==> src/okrt_pkg.sv <==
// ----------------------------------------------------------------------------
// okrt_pkg
// Types and codes shared by the ordered keyed record table and its cells.
// ----------------------------------------------------------------------------
`default_nettype none

package okrt_pkg;

	localparam logic [1:0] REQ_ADD    = 2'd0;
	localparam logic [1:0] REQ_UPDATE = 2'd1;
	localparam logic [1:0] REQ_REMOVE = 2'd2;

	localparam logic [1:0] STAT_DONE      = 2'd0;
	localparam logic [1:0] STAT_NOT_FOUND = 2'd1;
	localparam logic [1:0] STAT_EMPTY     = 2'd2;
	localparam logic [1:0] STAT_FULL      = 2'd3;

	typedef struct packed {
		logic [1:0]  req_type;
		logic [15:0] item_key;
		logic [19:0] item_quantity;
		logic [23:0] item_price;
	} req_t;

	typedef struct packed {
		logic [1:0] status;
		logic [4:0] record_count;
	} rsp_t;

	typedef struct packed {
		logic [15:0] key;
		logic [19:0] quantity;
		logic [23:0] price;
	} rec_t;

	typedef struct packed {
		logic start;
		logic step;
		logic add_en;
		logic upd_en;
		logic rm_en;
		rec_t wdata;
	} cell_ctl_t;

endpackage

`default_nettype wire

==> src/okrt_cell.sv <==
// ----------------------------------------------------------------------------
// okrt_cell
// One table slot: holds a record, passes the search token to its neighbour
// and takes the neighbour's record when a removal closes the gap.
// ----------------------------------------------------------------------------
`default_nettype none

module okrt_cell #(
	parameter int CNT_W = 5,
	parameter int INDEX = 0
) (
	input  wire                   clk,
	input  wire                   arst_n,
	input  wire okrt_pkg::cell_ctl_t ctl,
	input  wire [CNT_W-1:0]       count,
	input  wire                   tok_in,
	input  wire okrt_pkg::rec_t   next_rec,
	output logic                  tok_out,
	output okrt_pkg::rec_t        rec_out,
	output logic                  hit,
	output logic                  miss
);
	import okrt_pkg::*;

	logic tok_q;
	logic passed_q;
	rec_t rec_q;
	logic in_range;

	assign in_range = count > CNT_W'(INDEX);
	assign hit      = tok_q & in_range & (rec_q.key == ctl.wdata.key);
	assign miss     = tok_q & ~in_range;
	assign tok_out  = tok_q;
	assign rec_out  = rec_q;

	always_ff @(posedge clk or negedge arst_n) begin
		if (!arst_n) begin
			tok_q    <= 1'b0;
			passed_q <= 1'b0;
		end else if (ctl.start) begin
			tok_q    <= (INDEX == 0);
			passed_q <= 1'b0;
		end else if (ctl.step) begin
			tok_q    <= tok_in;
			passed_q <= passed_q | tok_q;
		end
	end

	always_ff @(posedge clk) begin
		if (ctl.add_en && (count == CNT_W'(INDEX))) begin
			rec_q <= ctl.wdata;
		end else if (ctl.upd_en && tok_q) begin
			rec_q.quantity <= ctl.wdata.quantity;
			rec_q.price    <= ctl.wdata.price;
		end else if (ctl.rm_en && !passed_q) begin
			rec_q <= next_rec;
		end
	end

endmodule

`default_nettype wire

==> src/ordered_keyed_record_table.sv <==
// ----------------------------------------------------------------------------
// ordered_keyed_record_table
// Ordered table of key, quantity and price records with add at tail, update
// of the first match and removal of the first match keeping the order.
// ----------------------------------------------------------------------------
// response: add, unused code and remove on empty table answer at the accept
//   edge; update and remove answer once the search token, walking the cell
//   chain slot by slot, hits a match or passes the last record
// throughput: one transaction at a time, the next accepted once the result
//   is out; removal shifts all later cells in the cycle the match is found
// reset: record count cleared, stored records undefined until written
// ----------------------------------------------------------------------------
`default_nettype none

module ordered_keyed_record_table #(
	parameter int TABLE_DEPTH = 16
) (
	input  wire             clk,
	input  wire             arst_n,
	input  wire             req_valid,
	output logic            req_stall,
	input  wire okrt_pkg::req_t req,
	output logic            rsp_valid,
	input  wire             rsp_stall,
	output okrt_pkg::rsp_t  rsp
);
	import okrt_pkg::*;

	localparam int CNT_W = $clog2(TABLE_DEPTH + 1);

	typedef enum logic {
		S_IDLE,
		S_SEARCH
	} state_t;

	state_t          state_q;
	req_t            req_q;
	logic [CNT_W-1:0] count_q;
	rsp_t            rsp_q;
	logic            rsp_valid_q;

	cell_ctl_t        ctl;
	rec_t             rec_w [TABLE_DEPTH];
	logic [TABLE_DEPTH-1:0] tok_w;
	logic [TABLE_DEPTH-1:0] hit_w;
	logic [TABLE_DEPTH-1:0] miss_w;

	logic accept;
	logic full;
	logic needs_search;
	logic any_hit;
	logic finish;

	assign req_stall    = (state_q != S_IDLE) || (rsp_valid_q && rsp_stall);
	assign accept       = req_valid && !req_stall;
	assign full         = count_q >= CNT_W'(TABLE_DEPTH);
	assign needs_search = (req.req_type == REQ_UPDATE) ||
	                      ((req.req_type == REQ_REMOVE) && (count_q != '0));
	assign any_hit      = |hit_w;
	assign finish       = (state_q == S_SEARCH) && (any_hit || (|miss_w) || !(|tok_w));

	always_comb begin
		ctl.start  = accept && needs_search;
		ctl.step   = state_q == S_SEARCH;
		ctl.add_en = accept && (req.req_type == REQ_ADD) && !full;
		ctl.upd_en = (state_q == S_SEARCH) && any_hit && (req_q.req_type == REQ_UPDATE);
		ctl.rm_en  = (state_q == S_SEARCH) && any_hit && (req_q.req_type == REQ_REMOVE);
		if (state_q == S_IDLE) begin
			ctl.wdata.key      = req.item_key;
			ctl.wdata.quantity = req.item_quantity;
			ctl.wdata.price    = req.item_price;
		end else begin
			ctl.wdata.key      = req_q.item_key;
			ctl.wdata.quantity = req_q.item_quantity;
			ctl.wdata.price    = req_q.item_price;
		end
	end

	for (genvar i = 0; i < TABLE_DEPTH; i++) begin : g_cell
		logic tok_in;
		rec_t next_rec;
		if (i == 0) begin : g_first
			assign tok_in = 1'b0;
		end else begin : g_inner
			assign tok_in = tok_w[i-1];
		end
		if (i == TABLE_DEPTH - 1) begin : g_last
			assign next_rec = rec_w[i];
		end else begin : g_mid
			assign next_rec = rec_w[i+1];
		end
		okrt_cell #(
			.CNT_W (CNT_W),
			.INDEX (i)
		) u_cell (
			.clk      (clk),
			.arst_n   (arst_n),
			.ctl      (ctl),
			.count    (count_q),
			.tok_in   (tok_in),
			.next_rec (next_rec),
			.tok_out  (tok_w[i]),
			.rec_out  (rec_w[i]),
			.hit      (hit_w[i]),
			.miss     (miss_w[i])
		);
	end

	always_ff @(posedge clk or negedge arst_n) begin
		if (!arst_n) begin
			state_q     <= S_IDLE;
			count_q     <= '0;
			rsp_valid_q <= 1'b0;
			req_q       <= '0;
			rsp_q       <= '0;
		end else begin
			if (rsp_valid_q && !rsp_stall) begin
				rsp_valid_q <= 1'b0;
			end
			case (state_q)
				S_IDLE: begin
					if (accept) begin
						req_q <= req;
						if (needs_search) begin
							state_q <= S_SEARCH;
						end else begin
							rsp_valid_q <= 1'b1;
							case (req.req_type)
								REQ_ADD: begin
									if (full) begin
										rsp_q.status       <= STAT_FULL;
										rsp_q.record_count <= 5'(count_q);
									end else begin
										rsp_q.status       <= STAT_DONE;
										rsp_q.record_count <= 5'(count_q + 1'b1);
										count_q            <= count_q + 1'b1;
									end
								end
								REQ_REMOVE: begin
									rsp_q.status       <= STAT_EMPTY;
									rsp_q.record_count <= 5'(count_q);
								end
								default: begin
									rsp_q.status       <= STAT_DONE;
									rsp_q.record_count <= 5'(count_q);
								end
							endcase
						end
					end
				end
				S_SEARCH: begin
					if (finish) begin
						state_q     <= S_IDLE;
						rsp_valid_q <= 1'b1;
						if (!any_hit) begin
							rsp_q.status       <= STAT_NOT_FOUND;
							rsp_q.record_count <= 5'(count_q);
						end else if (req_q.req_type == REQ_REMOVE) begin
							rsp_q.status       <= STAT_DONE;
							rsp_q.record_count <= 5'(count_q - 1'b1);
							count_q            <= count_q - 1'b1;
						end else begin
							rsp_q.status       <= STAT_DONE;
							rsp_q.record_count <= 5'(count_q);
						end
					end
				end
				default: begin
					state_q <= S_IDLE;
				end
			endcase
		end
	end

	assign rsp_valid = rsp_valid_q;
	assign rsp       = rsp_q;

endmodule

`default_nettype wire

==> config.mk <==
export PLATFORM = sky130hd
export DESIGN_NAME = ordered_keyed_record_table
export DESIGN_NICKNAME = d
export VERILOG_FILES = /design/src/okrt_pkg.sv /design/src/okrt_cell.sv /design/src/ordered_keyed_record_table.sv
export SDC_FILE = /design/constraint.sdc
export NUM_CORES = 1
export LEC_CHECK = 0
export ABC_CLOCK_PERIOD_IN_PS = 10000
export BUFFER_PORTS_ARGS = -buffer_cell sky130_fd_sc_hd__buf_2
export CAP_MARGIN = 10
export CELL_PAD_IN_SITES_DETAIL_PLACEMENT = 2
export CELL_PAD_IN_SITES_GLOBAL_PLACEMENT = 2
export CORE_MARGIN = 5
export CORE_UTILIZATION = 28
export CTS_CLUSTER_SIZE = 14
export DETAILED_ROUTE_END_ITERATION = 8
export PLACE_DENSITY_LB_ADDON = 0.15
export SYNTH_ARGS = -nofsm -noshare
export SYNTH_HDL_FRONTEND = slang
export SYNTH_HIERARCHICAL = 1
export SYNTH_SLANG_ARGS = --single-unit
==> constraint.sdc <==
create_clock -name clk -period 10 [get_ports clk]
set_input_delay 0.5 -clock clk [delete_from_list [all_inputs] [get_ports clk]]
set_output_delay 0.5 -clock clk [all_outputs]
set_load 0.01 [all_outputs]
* Word level (Yosys, flattened, before mapping) *
Cells that the tools add are included.

word-level totals
  bits in registers = 1023
  output and inout bits = 9
  input bits = 66
  word-level logic and storage cells = 528

operators by class
  equality and inequality tests = 57
  bitwise logic cells = 80
  multiplexer cells = 150
  reductions and logical operators = 136
  order comparisons = 17
  add/sub/neg operators = 2

operator list
  cell                count
  $mux 60             31
  $mux 44             17
  $eq 16x16->1        16
  $mux 16             15
  $mux 1              69
  $logic_and 1x1->1   58
  $and 1x1->1         48
  $reduce_or 16->1    3
  $reduce_bool 3->1   14
  $eq 5x4->1 const B  8
  $gt 5x4->1 const B  8
  $mux 5              8
  $ne 2x1->1 const B  18
  $reduce_bool 2->1   17
  $reduce_and 2->1    16
  $mux 7              4
  $pmux 7 s2          2
  $eq 5x3->1 const B  4
  $gt 5x3->1 const B  4
  $logic_not 1->1     19
  $not 1->1           17
  $or 1x1->1          15
  $eq 5x2->1 const B  2
  $gt 5x1->1 const B  2
  17 further kinds    27

* Longest topological paths before layout *
  depth in word-level cells = 10
  depth in mapped cells = 15
  mapped depth without buffers = 11

* Modules after synthesis *
The synthesis kept the hierarchy.

modules (own cells, without submodules)
  module                          seq. area each (um2)  area an instance (um2)  times used  cells each
  ordered_keyed_record_table      1901.8                3991.3                  1           307
  okrt_cell at g_cell[4].u_cell   1851.8                3094.2                  1           165
  okrt_cell at g_cell[10].u_cell  1851.8                3091.7                  1           165
  okrt_cell at g_cell[0].u_cell   1851.8                3088.0                  1           165
  okrt_cell at g_cell[12].u_cell  1851.8                3084.2                  1           165
  okrt_cell at g_cell[13].u_cell  1851.8                3057.9                  1           164
  okrt_cell at g_cell[3].u_cell   1851.8                3055.4                  1           163
  okrt_cell at g_cell[1].u_cell   1851.8                3052.9                  1           163
  okrt_cell at g_cell[15].u_cell  1851.8                3010.4                  1           162
  okrt_cell at g_cell[9].u_cell   1851.8                2921.6                  1           165
  okrt_cell at g_cell[6].u_cell   1851.8                2919.0                  1           164
  okrt_cell at g_cell[5].u_cell   1851.8                2915.3                  1           163
  okrt_cell at g_cell[2].u_cell   1851.8                2906.5                  1           165
  okrt_cell at g_cell[8].u_cell   1851.8                2905.3                  1           164
  3 more rows                     n/a                   n/a                     n/a         n/a

* Worst setup path before layout *
No wires, ideal clock.

  kind = register -> register
  from = register state_q
  to = register, netlist name g_cell[0].u_cell/rec_out[0]
  setup slack = 2063 ps
  data required time = 9591 ps
  cell stages (with the launch flop) = 15
  data arrival time = 7528 ps
  path buffers = 4
  library setup time = 409 ps
  period minus slack after synthesis = 7937 ps
  cell sequence = dfrtp_1 buf_2 buf_1 buf_2 mux2_2 xnor2_1 nand3_1 or4_1 nor4_1 nor4_1 and4_1 buf_6 nor3_1 nand2_1 nand3_1

RTL lines
  item                      RTL line                           source
  start: declaration        ordered_keyed_record_table.sv:36   state_t state_q;
  start signal: assignment  ordered_keyed_record_table.sv:111  state_q <= S_IDLE;
  start signal: assignment  ordered_keyed_record_table.sv:125  state_q <= S_SEARCH;
  start signal: assignment  ordered_keyed_record_table.sv:153  state_q <= S_IDLE;

==> flow_summary.yaml <==
run_status:
  status: "finished, final reports clean"
floorplan:
  num_io_pins: 75
  core_um2: 62900
  die_w_um: 261
  start_util: 0.281
  dieArea_um2: 68300
  die_y_um: 261
  fp-row-count: 92
timing:
  fin_crit_sh: 0.657
  worst_pin_slew_ns: 1.08
  rsz0062_at_grt: "false"
  relSlewSlack: 0.278
  fin_crit_ns: 6.57
  setup_tns_ns: 0
  skew_ns: 0.0244
  clock.fmax_mhz: 152
  final_max_slew_viol_count: 0
  hold_viol: 0
  setup-violations-final: 0
cts:
  cts_buffers: 41
  cts_setup_buffers: 0
  cts_buffer_depth: 3
  path_clk_slew_ns: 0.06
  clock-sinks: 320
  ctsResizeCount: 0
  clock_latency_ns: 0.56
  cts-root-buf: "clkbuf_16"
  cts_tree: "built"
  holdBufCountCts: 0
  htree_levels: 2
drt:
  drt_first_pass_iters: 4
  antenna_left: 0
  via_per_inst: 4.71
  drcViolationCount: 0
  vias: 10500
  routedWlPerCell_um: 22.8
  drt_iter0_markers: 367
  routed_wirelength_um: 50800
global_route:
  grt_pass1_wl_um: 77100
  overflow: 0
  gr-usage-all-layers: 0.148
  antenna_found_initial: 1
  grt_max_degree: 65
  grt_pass1_vias: 12000
critical_path:
  crit_type: "flip-flop to flip-flop"
  start_kind: "flip-flop"
  arrival_ns: 6.76
  cp_max_fo: 48
  setup.worst_path.start: "state_q"
  cp_slowest_stage_delay_ns: 0.87
  reg2reg_from: "state_q"
  crit_chain: "buf_4 > mux2_2 > buf_4 > xor2_1 > nor4_1 > nand4_1 > nor4_1 > nor4_1 > and4_1 > nor2_1 > buf_4 > nand2b_1 > nand2b_1 > nand2_1"
  crit_path_end_kind: "flip-flop"
  crit_required_ns: 10.19
  slowest_stage: "nor2_1"
power_and_ir_drop:
  p_total_mw: 4.56
  powerDensity_nw_per_um2: 226
  vdd_drop_max_v: 0.000123
  power_leakage_nw: 6.97
logic_synthesis:
  syn_area_per_cell_um2: 13.8
  syn_inst: 1277
  yosys_warnings: 6
  syn_area_um2: 17700
  synth_fp_nets: 1346
flow_run:
  max_cap_violations: 0
final_layout:
  layout.cells.non_filler: 2226
  fin_nets: 1417
  drive_gt1_frac: 0.328
  fin_util: 0.321
  area_growth_pct: 13.9
place:
  dpl.hpwl_um: 34100
  port_buffers: 30
  place_inst: 2151
  gp_congestion: 0.734
min_path:
  hp-class: "input pin to async pin"
worst paths after layout:
kind / end / cells after the start / slack [ns]
max in group asynchronous: count_q[3] / 2 / 9.24
setup / recovery: g_cell[0].u_cell/rec_out[44] / 14 / 3.43
hold / removal: rsp_valid / 2 / 0.16
hold reg to reg: g_cell[7].u_cell/passed_q / 2 / 0.49
setup reg to reg: g_cell[0].u_cell/rec_out[44] / 14 / 3.43
min in group clk: rsp_valid / 2 / 0.17
cells in the final DEF (no fill, tap or decap), types with 3 or more instances in the layout:
cell         n
nand2b_1    22
dfrtp_2      3
mux2_4      30
o21ai_0      5
and2_1      14
mux2_2     265
nor2_1      37
nand3_1     16
clkinv_2     3
nand2_1     32
nand4b_4     5
edfxtp_1   256
o31ai_1      4
nor3_1      10
a21oi_1     34
mux2i_1     17
clkbuf_1    21
nor4_2       3
nor3_4       6
xnor2_1    131
dfrtp_1     61
clkbuf_16   43
xor2_1     132
buf_4       30
ha_1         3
nor4_1      53
inv_1        7
or4_1        4
nor2b_1      4
buf_2       30
nand3_4      3
nand4_1     33
or2_2       12
clkbuf_8     3
layout make-up:
type / instances / area (µm²)
multi-input cells: 918 / 8160
well taps: 846 / 1060
fillers: 6591 / 42700
inverters: 7 / 26.3
clock buffers: 67 / 1200
repair buffers: 60 / 375
clock inverters: 7 / 40.0
diodes: 1 / 2.50
flip-flops and latches: 320 / 9290
metal layers:
metal | track usage | share of wire
met3 | 0.0176 | 0.024
met1 | 0.194 | 0.45
met2 | 0.264 | 0.51
met4 | 0.0334 | 0.017
met5 | 0 | 0
power by group:
| group | switching [mW] | internal [mW] | leakage (nW) |
|---|---|---|---|
| clock | 0.571 | 0.815 | 0.600 |
| sequential | 0.113 | 1.52 | 3.01 |
| combinational | 1.00 | 0.541 | 3.36 |
sequential cells by signal, indices dropped and copies added, names as in the netlist:
name,cells
count_q,5
rsp,7
g_cell.u_cell/rec_out,256
rsp_valid,1
g_cell.u_cell/passed_q,16
state_q,1
g_cell.u_cell/tok_out,16
req_q,18
per-stage QoR:
stage | instance area, µm² | hold WS, ns | setup slack, ns
final | 20100 | 0.160 | 3.43
after global routing | 20100 | 0.165 | 2.94
after CTS | 20100 | 0.133 | 3.13
after detailed placement | 18900 | 0.481 | 3.18
after global placement | 18900 | 0.468 | 3.28
after floorplan | 17700 | 0.204 | 4.49
critical path: cells and delay by family (launching register included):
family,cells,cell delay [ns]
XOR/XNOR,1,0.12
AND/OR/NAND/NOR,9,3.28
flip-flops,1,0.60
buffers and inverters,3,1.39
multiplexers,1,0.72
(Power assumes the default switching activity.)
